<file path="config.mk">
export PLATFORM = sky130hd
export DESIGN_NAME = video_packet_frame_assembler_unit
export DESIGN_NICKNAME = d
export VERILOG_FILES = /design/src/sv/vpfa_pkg.sv /design/src/sv/vpfa_front.sv /design/src/sv/vpfa_queue.sv /design/src/sv/vpfa_back.sv /design/src/sv/video_packet_frame_assembler_unit.sv
export SDC_FILE = /design/constraint.sdc
export NUM_CORES = 1
export LEC_CHECK = 0
export ABC_AREA = 1
export BUFFER_PORTS_ARGS = -buffer_cell sky130_fd_sc_hd__buf_2
export CORE_MARGIN = 2
export CORE_UTILIZATION = 45
export CTS_BUF_LIST = sky130_fd_sc_hd__clkbuf_8
export DETAILED_ROUTE_END_ITERATION = 10
export REMOVE_ABC_BUFFERS = 1
export SYNTH_ARGS = -nofsm -noshare
export SYNTH_HDL_FRONTEND = slang
export SYNTH_HIERARCHICAL = 1
export SYNTH_SLANG_ARGS = --single-unit
</file>
<file path="constraint.sdc">
create_clock -name clk -period 10 [get_ports clk]
set_clock_uncertainty 0.15 [all_clocks]
set_input_delay 2 -clock clk [delete_from_list [all_inputs] [get_ports clk]]
set_output_delay 2 -clock clk [all_outputs]
set_load 0.005 [all_outputs]
</file>
<file path="src/sv/vpfa_pkg.sv">
package vpfa_pkg;

    // Frame geometry and header format
    localparam int MAX_SLOTS        = 128;
    localparam int PKT_LINES        = 4;
    localparam int LINE_PIXELS      = 384;
    localparam int PIXEL_BITS       = 4;
    localparam int RATE_SPLIT_LINES = 250;

    localparam int LAST_BIT = 15;
    localparam int LINE_W   = 15;
    localparam int SLOT_W   = 7;
    localparam int CNT_W    = 8;

    // Queue between classifier and frame engine
    localparam int Q_DEPTH = 4;
    localparam int Q_PTR_W = $clog2(Q_DEPTH);

    // Register reset values
    localparam logic [15:0] TIMEOUT_RST = 16'd100;
    localparam logic [14:0] PAL_RST     = 15'd272;
    localparam logic [14:0] NTSC_RST    = 15'd240;

    // Register indexes
    localparam logic [1:0] CFG_TIMEOUT = 2'd0;
    localparam logic [1:0] CFG_PAL     = 2'd1;
    localparam logic [1:0] CFG_NTSC    = 2'd2;

    // Result status codes
    localparam logic [1:0] ST_STORED       = 2'd0;
    localparam logic [1:0] ST_DUPLICATE    = 2'd1;
    localparam logic [1:0] ST_BAD_FORMAT   = 2'd2;
    localparam logic [1:0] ST_OUT_OF_RANGE = 2'd3;

    // Format codes
    localparam logic [1:0] FMT_NONE    = 2'd0;
    localparam logic [1:0] FMT_PAL     = 2'd1;
    localparam logic [1:0] FMT_NTSC    = 2'd2;
    localparam logic [1:0] FMT_UNKNOWN = 2'd3;

    typedef struct packed {
        logic [15:0] timeout_ms;
        logic [14:0] pal_height;
        logic [14:0] ntsc_height;
    } cfg_t;

    // Classified header, one queue entry
    typedef struct packed {
        logic              seq_gap;
        logic              fmt_ok;
        logic              slot_oob;
        logic              last;
        logic [SLOT_W-1:0] slot;
        logic [15:0]       frame_id;
        logic [15:0]       height;
        logic              low_height;
        logic [31:0]       now;
    } cmd_t;

    typedef struct packed {
        logic [1:0]        status;
        logic [SLOT_W-1:0] slot_index;
        logic              seq_gap;
        logic              old_frame_timed_out;
        logic              frame_done;
        logic [15:0]       done_frame_id;
        logic [1:0]        format_code;
        logic [15:0]       detected_height;
        logic              sixty_hz;
    } result_t;

endpackage

</file>
<file path="src/sv/vpfa_front.sv">
module vpfa_front (
    input  logic           clk,
    input  logic           rst_n,
    input  logic           hdr_accept,
    input  logic [15:0]    seq_num,
    input  logic [15:0]    frame_id,
    input  logic [15:0]    line_field,
    input  logic [15:0]    line_width,
    input  logic [7:0]     lines_in_packet,
    input  logic [7:0]     pixel_depth,
    input  logic [31:0]    arrival_ms,
    output vpfa_pkg::cmd_t cmd
);
    import vpfa_pkg::*;

    logic [15:0]       last_seq_reg;
    logic [15:0]       last_seq_next;
    logic              seen_reg;
    logic              seen_next;
    logic [LINE_W-1:0] line;
    logic [LINE_W-1:0] slot_full;
    logic [15:0]       height;
    logic              fmt_ok;

    always_comb
    begin
        line      = line_field[LINE_W-1:0];
        slot_full = LINE_W'(line / PKT_LINES);
        height    = 16'(line) + 16'(PKT_LINES);
        fmt_ok    = (lines_in_packet == 8'(PKT_LINES)) &&
                    (line_width == 16'(LINE_PIXELS)) &&
                    (pixel_depth == 8'(PIXEL_BITS));

        cmd.seq_gap    = seen_reg && (seq_num != (last_seq_reg + 16'd1));
        cmd.fmt_ok     = fmt_ok;
        cmd.slot_oob   = slot_full >= LINE_W'(MAX_SLOTS);
        cmd.last       = line_field[LAST_BIT];
        cmd.slot       = fmt_ok ? slot_full[SLOT_W-1:0] : '0;
        cmd.frame_id   = frame_id;
        cmd.height     = height;
        cmd.low_height = height <= 16'(RATE_SPLIT_LINES);
        cmd.now        = arrival_ms;

        last_seq_next = hdr_accept ? seq_num : last_seq_reg;
        seen_next     = seen_reg | hdr_accept;
    end

    always_ff @(posedge clk or negedge rst_n)
    begin
        if (!rst_n)
        begin
            last_seq_reg <= '0;
            seen_reg     <= 1'b0;
        end
        else
        begin
            last_seq_reg <= last_seq_next;
            seen_reg     <= seen_next;
        end
    end

endmodule

</file>
<file path="src/sv/vpfa_queue.sv">
module vpfa_queue (
    input  logic           clk,
    input  logic           rst_n,
    input  logic           push,
    input  vpfa_pkg::cmd_t push_data,
    output logic           full,
    input  logic           pop,
    output logic           empty,
    output vpfa_pkg::cmd_t pop_data
);
    import vpfa_pkg::*;

    cmd_t               mem_reg [Q_DEPTH];
    logic [Q_PTR_W-1:0] wr_ptr_reg;
    logic [Q_PTR_W-1:0] wr_ptr_next;
    logic [Q_PTR_W-1:0] rd_ptr_reg;
    logic [Q_PTR_W-1:0] rd_ptr_next;
    logic [Q_PTR_W:0]   count_reg;
    logic [Q_PTR_W:0]   count_next;

    always_comb
    begin
        full     = count_reg == (Q_PTR_W+1)'(Q_DEPTH);
        empty    = count_reg == '0;
        pop_data = mem_reg[rd_ptr_reg];

        wr_ptr_next = push ? wr_ptr_reg + 1'b1 : wr_ptr_reg;
        rd_ptr_next = pop ? rd_ptr_reg + 1'b1 : rd_ptr_reg;
        priority if (push && !pop)
            count_next = count_reg + 1'b1;
        else if (pop && !push)
            count_next = count_reg - 1'b1;
        else
            count_next = count_reg;
    end

    always_ff @(posedge clk)
    begin
        if (push)
            mem_reg[wr_ptr_reg] <= push_data;
    end

    always_ff @(posedge clk or negedge rst_n)
    begin
        if (!rst_n)
        begin
            wr_ptr_reg <= '0;
            rd_ptr_reg <= '0;
            count_reg  <= '0;
        end
        else
        begin
            wr_ptr_reg <= wr_ptr_next;
            rd_ptr_reg <= rd_ptr_next;
            count_reg  <= count_next;
        end
    end

endmodule

</file>
<file path="src/sv/vpfa_back.sv">
module vpfa_back (
    input  logic              clk,
    input  logic              rst_n,
    input  vpfa_pkg::cfg_t    cfg,
    input  logic              q_empty,
    input  vpfa_pkg::cmd_t    cmd,
    output logic              q_pop,
    input  logic              res_stall,
    output logic              res_valid,
    output vpfa_pkg::result_t res
);
    import vpfa_pkg::*;

    // Frame state
    logic [MAX_SLOTS-1:0] slots_reg, slots_next, slots_b;
    logic [CNT_W-1:0]     rcnt_reg, rcnt_next, rcnt_b;
    logic [CNT_W-1:0]     ecnt_reg, ecnt_next, ecnt_b;
    logic [15:0]          cur_id_reg, cur_id_next, cur_id_b;
    logic [31:0]          fstart_reg, fstart_next, fstart_b;
    logic [15:0]          lci_reg, lci_next;
    logic                 fv_reg, fv_next;
    logic [15:0]          hs_reg, hs_next;
    logic                 rate_reg, rate_next;

    logic                 res_valid_reg;
    result_t              res_reg;
    result_t              res_next;

    logic                 chg;
    logic [31:0]          elapsed;

    assign q_pop     = !q_empty && (!res_valid_reg || !res_stall);
    assign res_valid = res_valid_reg;
    assign res       = res_reg;

    always_comb
    begin
        // A new frame number drops the frame in progress
        chg      = cmd.fmt_ok && (cur_id_reg != cmd.frame_id);
        elapsed  = cmd.now - fstart_reg;
        slots_b  = chg ? '0 : slots_reg;
        rcnt_b   = chg ? '0 : rcnt_reg;
        ecnt_b   = chg ? '0 : ecnt_reg;
        cur_id_b = chg ? cmd.frame_id : cur_id_reg;
        fstart_b = chg ? cmd.now : fstart_reg;

        slots_next  = slots_b;
        rcnt_next   = rcnt_b;
        ecnt_next   = ecnt_b;
        cur_id_next = cur_id_b;
        fstart_next = fstart_b;
        lci_next    = lci_reg;
        fv_next     = fv_reg;
        hs_next     = hs_reg;
        rate_next   = rate_reg;

        res_next.status              = ST_STORED;
        res_next.slot_index          = cmd.slot;
        res_next.seq_gap             = cmd.seq_gap;
        res_next.old_frame_timed_out = chg && (rcnt_reg != '0) &&
                                       (elapsed > {16'd0, cfg.timeout_ms});
        res_next.frame_done          = 1'b0;
        res_next.done_frame_id       = '0;

        priority if (!cmd.fmt_ok)
            res_next.status = ST_BAD_FORMAT;
        else if (cmd.slot_oob)
            res_next.status = ST_OUT_OF_RANGE;
        else
        begin
            if (slots_b[cmd.slot])
                res_next.status = ST_DUPLICATE;
            else
            begin
                slots_next[cmd.slot] = 1'b1;
                rcnt_next            = rcnt_b + 1'b1;
            end

            // Last packet fixes the slot count and the height
            if (cmd.last && (ecnt_b == '0))
            begin
                ecnt_next = CNT_W'(cmd.slot) + 1'b1;
                if (!fv_reg || (hs_reg != cmd.height))
                begin
                    hs_next = cmd.height;
                    fv_next = 1'b1;
                    priority if (cmd.height == {1'b0, cfg.pal_height})
                        rate_next = 1'b0;
                    else if (cmd.height == {1'b0, cfg.ntsc_height})
                        rate_next = 1'b1;
                    else
                        rate_next = cmd.low_height;
                end
            end

            // Completion: report a frame number only if it differs from the last one reported, restart on frame 0
            if ((rcnt_next != '0) && (rcnt_next == ecnt_next))
            begin
                if (lci_reg != cur_id_b)
                begin
                    res_next.frame_done    = 1'b1;
                    res_next.done_frame_id = cur_id_b;
                    lci_next               = cur_id_b;
                end
                slots_next  = '0;
                rcnt_next   = '0;
                ecnt_next   = '0;
                cur_id_next = '0;
                fstart_next = cmd.now;
            end
        end

        priority if (!fv_next)
            res_next.format_code = FMT_NONE;
        else if (hs_next == {1'b0, cfg.pal_height})
            res_next.format_code = FMT_PAL;
        else if (hs_next == {1'b0, cfg.ntsc_height})
            res_next.format_code = FMT_NTSC;
        else
            res_next.format_code = FMT_UNKNOWN;

        res_next.detected_height = hs_next;
        res_next.sixty_hz        = rate_next;
    end

    always_ff @(posedge clk or negedge rst_n)
    begin
        if (!rst_n)
        begin
            slots_reg     <= '0;
            rcnt_reg      <= '0;
            ecnt_reg      <= '0;
            cur_id_reg    <= '0;
            fstart_reg    <= '0;
            lci_reg       <= '0;
            fv_reg        <= 1'b0;
            hs_reg        <= '0;
            rate_reg      <= 1'b0;
            res_valid_reg <= 1'b0;
        end
        else
        begin
            if (q_pop)
            begin
                slots_reg  <= slots_next;
                rcnt_reg   <= rcnt_next;
                ecnt_reg   <= ecnt_next;
                cur_id_reg <= cur_id_next;
                fstart_reg <= fstart_next;
                lci_reg    <= lci_next;
                fv_reg     <= fv_next;
                hs_reg     <= hs_next;
                rate_reg   <= rate_next;
            end
            if (q_pop)
                res_valid_reg <= 1'b1;
            else if (!res_stall)
                res_valid_reg <= 1'b0;
        end
    end

    always_ff @(posedge clk)
    begin
        if (q_pop)
            res_reg <= res_next;
    end

endmodule

</file>
<file path="src/sv/video_packet_frame_assembler_unit.sv">
// A header accepted at one edge is written into the queue, then popped into the result
// register; the result is held while the result port stalls.
// Throughput: one header per cycle while the result port does not stall.
// A four-entry queue lets the header side run on while the result side stalls.
// Reset (rst_n, async, active low) clears all frame and sequence state and the queue,
// and loads the register reset values.
module video_packet_frame_assembler_unit (
    input  logic        clk,
    input  logic        rst_n,

    // Configuration write port
    input  logic        cfg_wr_en,
    input  logic [1:0]  cfg_index,
    input  logic [15:0] cfg_data,

    // Header channel
    input  logic        hdr_valid,
    output logic        hdr_stall,
    input  logic [15:0] seq_num,
    input  logic [15:0] frame_id,
    input  logic [15:0] line_field,
    input  logic [15:0] line_width,
    input  logic [7:0]  lines_in_packet,
    input  logic [7:0]  pixel_depth,
    input  logic [31:0] arrival_ms,

    // Result channel
    output logic        res_valid,
    input  logic        res_stall,
    output logic [1:0]  status,
    output logic [6:0]  slot_index,
    output logic        seq_gap,
    output logic        old_frame_timed_out,
    output logic        frame_done,
    output logic [15:0] done_frame_id,
    output logic [1:0]  format_code,
    output logic [15:0] detected_height,
    output logic        sixty_hz
);
    import vpfa_pkg::*;

    cfg_t    cfg_reg;
    cfg_t    cfg_next;
    cmd_t    front_cmd;
    cmd_t    queue_cmd;
    result_t res;
    logic    hdr_accept;
    logic    q_full;
    logic    q_empty;
    logic    q_pop;

    // The user must write registers only while the pipe is empty; the block does not enforce it
    always_comb
    begin
        cfg_next = cfg_reg;
        if (cfg_wr_en)
        begin
            unique case (cfg_index)
                CFG_TIMEOUT: cfg_next.timeout_ms  = cfg_data;
                CFG_PAL:     cfg_next.pal_height  = cfg_data[14:0];
                CFG_NTSC:    cfg_next.ntsc_height = cfg_data[14:0];
                default:     cfg_next = cfg_reg;
            endcase
        end
    end

    always_ff @(posedge clk or negedge rst_n)
    begin
        if (!rst_n)
        begin
            cfg_reg.timeout_ms  <= TIMEOUT_RST;
            cfg_reg.pal_height  <= PAL_RST;
            cfg_reg.ntsc_height <= NTSC_RST;
        end
        else
            cfg_reg <= cfg_next;
    end

    // Front: sequence tracking and header classification
    assign hdr_stall  = q_full;
    assign hdr_accept = hdr_valid && !hdr_stall;

    vpfa_front u_front (
        .clk             (clk),
        .rst_n           (rst_n),
        .hdr_accept      (hdr_accept),
        .seq_num         (seq_num),
        .frame_id        (frame_id),
        .line_field      (line_field),
        .line_width      (line_width),
        .lines_in_packet (lines_in_packet),
        .pixel_depth     (pixel_depth),
        .arrival_ms      (arrival_ms),
        .cmd             (front_cmd)
    );

    vpfa_queue u_queue (
        .clk       (clk),
        .rst_n     (rst_n),
        .push      (hdr_accept),
        .push_data (front_cmd),
        .full      (q_full),
        .pop       (q_pop),
        .empty     (q_empty),
        .pop_data  (queue_cmd)
    );

    // Back: frame bitmap, completion, format detect, result register
    vpfa_back u_back (
        .clk       (clk),
        .rst_n     (rst_n),
        .cfg       (cfg_reg),
        .q_empty   (q_empty),
        .cmd       (queue_cmd),
        .q_pop     (q_pop),
        .res_stall (res_stall),
        .res_valid (res_valid),
        .res       (res)
    );

    assign status              = res.status;
    assign slot_index          = res.slot_index;
    assign seq_gap             = res.seq_gap;
    assign old_frame_timed_out = res.old_frame_timed_out;
    assign frame_done          = res.frame_done;
    assign done_frame_id       = res.done_frame_id;
    assign format_code         = res.format_code;
    assign detected_height     = res.detected_height;
    assign sixty_hz            = res.sixty_hz;

    // Completion only happens on a stored or duplicate packet
    a_done_status: assert property (@(posedge clk) disable iff (!rst_n)
        res_valid && frame_done |-> status == ST_STORED || status == ST_DUPLICATE)
        else $error("frame_done on a rejected packet");

    a_done_id_zero: assert property (@(posedge clk) disable iff (!rst_n)
        res_valid && !frame_done |-> done_frame_id == 16'd0)
        else $error("done_frame_id set without frame_done");

    // Bad format leaves frame state alone, so no timeout drop
    a_tout_format: assert property (@(posedge clk) disable iff (!rst_n)
        res_valid && old_frame_timed_out |-> status != ST_BAD_FORMAT)
        else $error("timeout reported on bad-format packet");

    // Results pop only from a non-empty queue
    a_pop_nonempty: assert property (@(posedge clk) disable iff (!rst_n)
        q_pop |-> !q_empty)
        else $error("pop from empty queue");

endmodule

</file>
==> impl_metrics.tcl, run 1 <==
set metrics [dict create \
    largest_reg_flops 304 \
    route.detailed.drc 0 \
    routed_via_density 5.34 \
    synth_top_family_by_area "simple AND/OR/NAND/NOR gates" \
    grt_pass1_wl_mm 157 \
    status "complete, no violations" \
    worst_slew_margin_rel 0.264 \
    mostFrequentLayoutCells "1003 x nand2_1, 620 x inv_1, 351 x edfxtp_1" \
    hpwlAfterDp_mm 64.8 \
    p_per_area_nw_per_um2 339 \
    cts_setup_buffers 0 \
    drv_cap 0 \
    finalWirelength_mm 100 \
    worstSetupPathType "flop to flop" \
    fin_setup_tns_ps 0 \
    worst_pin_slew_ps 1100 \
    finalSetupViolCount 0 \
    grt_usage 0.240 \
    htree_levels 3 \
    drive_gt1_frac 0.141 \
    ys.flop_type "edfxtp_1" \
    synth_cells 4175 \
    hp-class "flop to flop" \
    grt_max_degree 160 \
    whs_ps 315 \
    wl_per_cell_um 18.5 \
    final_cell_count_no_fill 5405 \
    max_freq_mhz 130 \
    crit_path_max_fanout 71 \
    placed_area_um2 37500 \
    cts_buffers 114 \
    cts_root_buf "clkbuf_8" \
    clock_latency_ps 760 \
    path_clk_slew_ps 60 \
    grt_pass1_vias 27469 \
    cp-start-kind "flop" \
    finalCritPeriodShare 0.771 \
    synth_compound_area_frac 0.138 \
    design_area_um2 39800 \
    clock_path_buffers 3 \
    syn-mean-instance-area_um2 8.75 \
    slowest_stage "dfrtp_4" \
    dp.cells 5190 \
    yosys_warnings 6 \
    nFillCells 7718 \
    synthXorXnorAreaFrac 0.0254 \
    hold_buffers 0 \
    clock_sinks 648 \
    cts-resized-gates 0 \
    synthArstFlopShare 0.458 \
    grt_setup_unrepaired "no" \
    synthSimpleGateAreaFrac 0.211 \
    final_common_cell "nand2_1" \
    dr.pass1.iters 7 \
    initialDrtViolationCount 2432 \
    die_y_um 289 \
    fin_nets 4442 \
    synthAdderAreaFrac 0.0213 \
    initial_core_util 0.454 \
    synth_seq_cells 648 \
    gp_congestion 0.938 \
    cp_common_cell "nand2_1" \
    dr_total_vias 28844 \
    fp.dieArea_um2 83400 \
    ios 184 \
    overflow 0 \
    rows 104 \
    ys_seq_area_frac 0.493 \
    slew_violations 0 \
    antenna_left 0 \
    core_um2 80400 \
    min_period_ps 7710 \
    antenna_found_initial 7 \
    crit_required_ps 10430 \
    p_leak_nw 18.1 \
    slowest_delay_ps 670 \
    cts_tree "yes" \
    portBuffers 183 \
    peakVddDrop_v 0.000180 \
    finalHoldViolCount 0 \
    synth_area_um2 36500 \
    synth_cell_type_count 61 \
    synth_edf_count 351 \
    cp-end-kind "flop" \
    syn2layout_area_growth_pct 8.99 \
    die_w_um 289 \
    synth.area.mux_share 0.00247 \
    arrival_ps 8140 \
    rrSetupSlack_ps 2290 \
]
-- kinds of logic after synthesis --
group,Yosys count
and+or+nand+nor,1791
muxes,8
xor gates and xnor gates,106
buffers and inverters,878
DFF,648
adders and majority gates,61
AOI/OAI and AO/OA,683
-- area by class of cell --
type	count	area, um2	area share
sequential	648	18000	0.452
multi-input combinational	2649	14600	0.367
inverter	604	2280	0.0573
clock buffer	138	1900	0.0477
tap	1060	1330	0.0333
timing repair buffer	229	1300	0.0326
clock inverter	74	398	0.0100
antenna	3	7.51	0.000189
-- stage by stage --
step | utilization | setup slack [ps] | total power [mW]
6_report | 0.495 | 2290 | 13.5
5_1_grt | 0.495 | 1620 | 14.5
4_1_cts | 0.495 | 2310 | 13.5
3_5_place_dp | 0.466 | 2310 | 11.0
3_3_place_gp | 0.466 | 2380 | 11.0
2_1_floorplan | - | -8030 | 8.88
-- power by group --
part | internal, mW | switching, mW
registers | 3.53 | 0.399
clock network | 1.28 | 1.16
logic | 2.13 | 4.98
total | 6.94 | 6.54
-- worst max-delay path, delay by kind of cell, from the launching register on --
kind                   cells  cell delay [ps]
AOI/OAI and AO/OA          3              440
buffers and inverters      4             2170
and+or+nand+nor           26             3940
DFF                        1              670
-- cell usage after synthesis, types with 4 or more instances --
| cell | count | area (um2) |
|---|---|---|
| dfrtp_1 | 288 | 7210 |
| a221oi_1 | 5 | 43.8 |
| o21ai_0 | 172 | 861 |
| nor2_2 | 8 | 50.1 |
| clkbuf_1 | 111 | 417 |
| a21boi_0 | 5 | 37.5 |
| nor3_1 | 62 | 310 |
| a22o_1 | 54 | 473 |
| o21bai_1 | 5 | 37.5 |
| nand3_2 | 8 | 80.1 |
| o211ai_2 | 133 | 1660 |
| o211ai_1 | 69 | 518 |
| nor2_1 | 277 | 1040 |
| xnor2_1 | 40 | 350 |
| nand3b_1 | 8 | 60.1 |
| dfstp_2 | 9 | 236 |
| a211oi_1 | 4 | 30.0 |
| nor2_4 | 5 | 56.3 |
| buf_1 | 7 | 26.3 |
| ha_1 | 59 | 738 |
| buf_12 | 10 | 200 |
| mux2_2 | 8 | 90.1 |
| o32ai_1 | 13 | 114 |
| buf_6 | 21 | 236 |
| buf_4 | 75 | 563 |
| or2_2 | 6 | 37.5 |
| nor4_1 | 13 | 81.3 |
| xor2_1 | 66 | 578 |
| edfxtp_1 | 351 | 10500 |
| nand2_2 | 7 | 43.8 |
| a21oi_1 | 115 | 576 |
| o2111ai_1 | 5 | 43.8 |
| nand2_1 | 1005 | 3770 |
| o22ai_1 | 61 | 382 |
| o21ai_1 | 27 | 135 |
| inv_1 | 584 | 2190 |
| nand3_1 | 299 | 1500 |
| buf_2 | 46 | 230 |
| inv_2 | 15 | 56.3 |
| nand4_1 | 81 | 507 |
-- path summary, 6_finish.rpt --
path / start / to / depth (start not counted)
worst max-delay path: u_queue/rd_ptr_reg[1] / u_back/slots_reg[76] / 33
min in group asynchronous: rst_n / u_back/hs_reg[12] / 1
max in group asynchronous: rst_n / u_queue/rd_ptr_reg[1] / 2
worst min register to register: cfg_reg[36] / cfg_reg[36] / 2
worst max register to register: u_queue/rd_ptr_reg[1] / u_back/slots_reg[76] / 33
worst min-delay path: cfg_reg[36] / cfg_reg[36] / 2
-- layer usage --
layer / global-route usage / wire length [um]
met1: 0.333 / 44400
met2: 0.380 / 46000
met3: 0.0398 / 6300
met4: 0.0887 / 3450
met5: 0 / 20
(Power assumes the default switching activity.)
==> inputs of run 2 (changes only) <==
clock period = 6.6 ns   (was 10 ns; I/O delays follow)
==> impl_metrics.tcl, run 2 (same netlist as run 1, synthesis figures left out) <==
set metrics [dict create \
    status "complete, no violations" \
    max_freq_mhz 167 \
    cts_setup_buffers 0 \
    cp-end-kind "flop" \
    cp-start-kind "flop" \
    rows 104 \
    hp-class "flop to flop" \
    crit_required_ps 7060 \
    slowest_delay_ps 500 \
    routed_via_density 5.29 \
    p_per_area_nw_per_um2 516 \
    grt_pass1_wl_mm 156 \
    cts-resized-gates 0 \
    finalWirelength_mm 99.5 \
    slew_violations 0 \
    final_common_cell "nand2_1" \
    htree_levels 3 \
    grt_max_degree 134 \
    ios 184 \
    power_frac_comb 0.531 \
    die_w_um 289 \
    hpwlAfterDp_mm 64.8 \
    hold_depth 2 \
    hold_buffers 0 \
    switching_share 0.477 \
    p_leak_nw 18.3 \
    nFillCells 7712 \
    slowest_stage "dfrtp_4" \
    grt_setup_unrepaired "no" \
    worst_pin_slew_ps 1090 \
    cts_root_buf "clkbuf_8" \
    whs_ps 318 \
    cts_buffers 112 \
    rrSetupSlack_ps 620 \
    drive_gt1_frac 0.146 \
    route.detailed.drc 0 \
    fin_nets 4466 \
    seqCellArea_um2 18000 \
    overflow 0 \
    min_to "cfg_reg[35]" \
    drv_cap 0 \
    die_y_um 289 \
    dr_total_vias 28694 \
    clkPwrFrac 0.186 \
    worstSetupPathType "flop to flop" \
    p_int_mw 10.8 \
    largest_reg_flops 304 \
    dr.pass1.iters 5 \
    hp-start "cfg_reg[35]" \
    r2r_start "u_queue/rd_ptr_reg[1]" \
    worst_slew_margin_rel 0.274 \
    fp.dieArea_um2 83400 \
    mostFrequentLayoutCells "1003 x nand2_1, 625 x inv_1, 351 x edfxtp_1" \
    power_switching_mw 9.88 \
    antenna_left 0 \
    multi_input_area_um2 14600 \
    cts_tree "yes" \
    finalSetupViolCount 0 \
    initialDrtViolationCount 2343 \
    syn2layout_area_growth_pct 9.93 \
    power.total_mw 20.7 \
    clock_path_buffers 3 \
    antenna_found_initial 7 \
    grt_usage 0.238 \
    finalCritPeriodShare 0.906 \
    min_period_ps 5980 \
    clock_sinks 648 \
    path_clk_slew_ps 70 \
    cp_common_cell "nand2_1" \
    crit_path_max_fanout 33 \
    finalHoldViolCount 0 \
    core_um2 80400 \
    grt_pass1_vias 27008 \
    reg2reg_depth 28 \
    worstReg2RegEnd "u_back/rcnt_reg[5]" \
    initial_core_util 0.454 \
    peakVddDrop_v 0.000390 \
    pwr-share-seq 0.283 \
    arrival_ps 6440 \
    gp_congestion 0.914 \
    clock_latency_ps 760 \
    wl_per_cell_um 18.3 \
    portBuffers 183 \
]
-- run 2: worst max-delay path by stage --
stage | startpoint | end | cells past startpoint
finish | u_queue/rd_ptr_reg[1] | u_back/rcnt_reg[5] | 28
global placement | u_queue/rd_ptr_reg[0] | u_back/rcnt_reg[2] | 33
global route | u_queue/rd_ptr_reg[1] | u_back/rcnt_reg[5] | 33
detailed placement | u_queue/rd_ptr_reg[0] | u_back/rcnt_reg[5] | 33
floorplan | u_queue/rd_ptr_reg[0] | u_back/slots_reg[0] | 22
CTS | u_queue/rd_ptr_reg[0] | u_back/rcnt_reg[5] | 33
-- run 2: power by group through the flow --
stage	clock (mW)	sequential, mW	combinational [mW]
6_report	3.86	5.86	11.0
5_1_grt	4.13	5.96	12.3
4_1_cts	3.96	5.89	10.9
3_5_place_dp	0	5.95	10.9
3_3_place_gp	0	5.95	10.8
2_1_floorplan	0	6.13	7.33
-- run 2: worst max-delay path, delay by kind of cell, from the launching register on --
kind / cells / cell delay, ps
simple gates: 19 / 2540
flops: 1 / 500
buf+inv: 6 / 2140
compound gates: 3 / 490
-- run 2: layout make-up --
type,instances,share of cell area
Antenna cell,1,0.0000623
Clock buffer,128,0.0439
Clock inverter,84,0.0153
Inverter,604,0.0568
Multi-Input combinational cell,2649,0.363
Sequential cell,648,0.448
Tap cell,1060,0.0330
Timing Repair Buffer,255,0.0393
-- run 2: metal layers --
| metal | part of all wire | vias up | global-route usage |
|---|---|---|---|
| met1 | 0.45 | 13566 | 0.336 |
| met2 | 0.46 | 861 | 0.381 |
| met5 | 0 | - | 0 |
| met4 | 0.026 | 0 | 0.0715 |
| met3 | 0.060 | 182 | 0.0340 |
| li1 | - | 14085 | - |
-- run 2: through the flow --
stage	cells	setup slack, ps	area, um2	setup TNS (ps)	util
after global routing	5429	226	40100	0	0.499
after detailed placement	5215	537	37700	0	0.469
after floorplan	3901	-11430	34800	-2746700	-
final	5429	623	40100	0	0.499
after CTS	5427	514	40100	0	0.499
after global placement	5215	612	37700	0	0.469
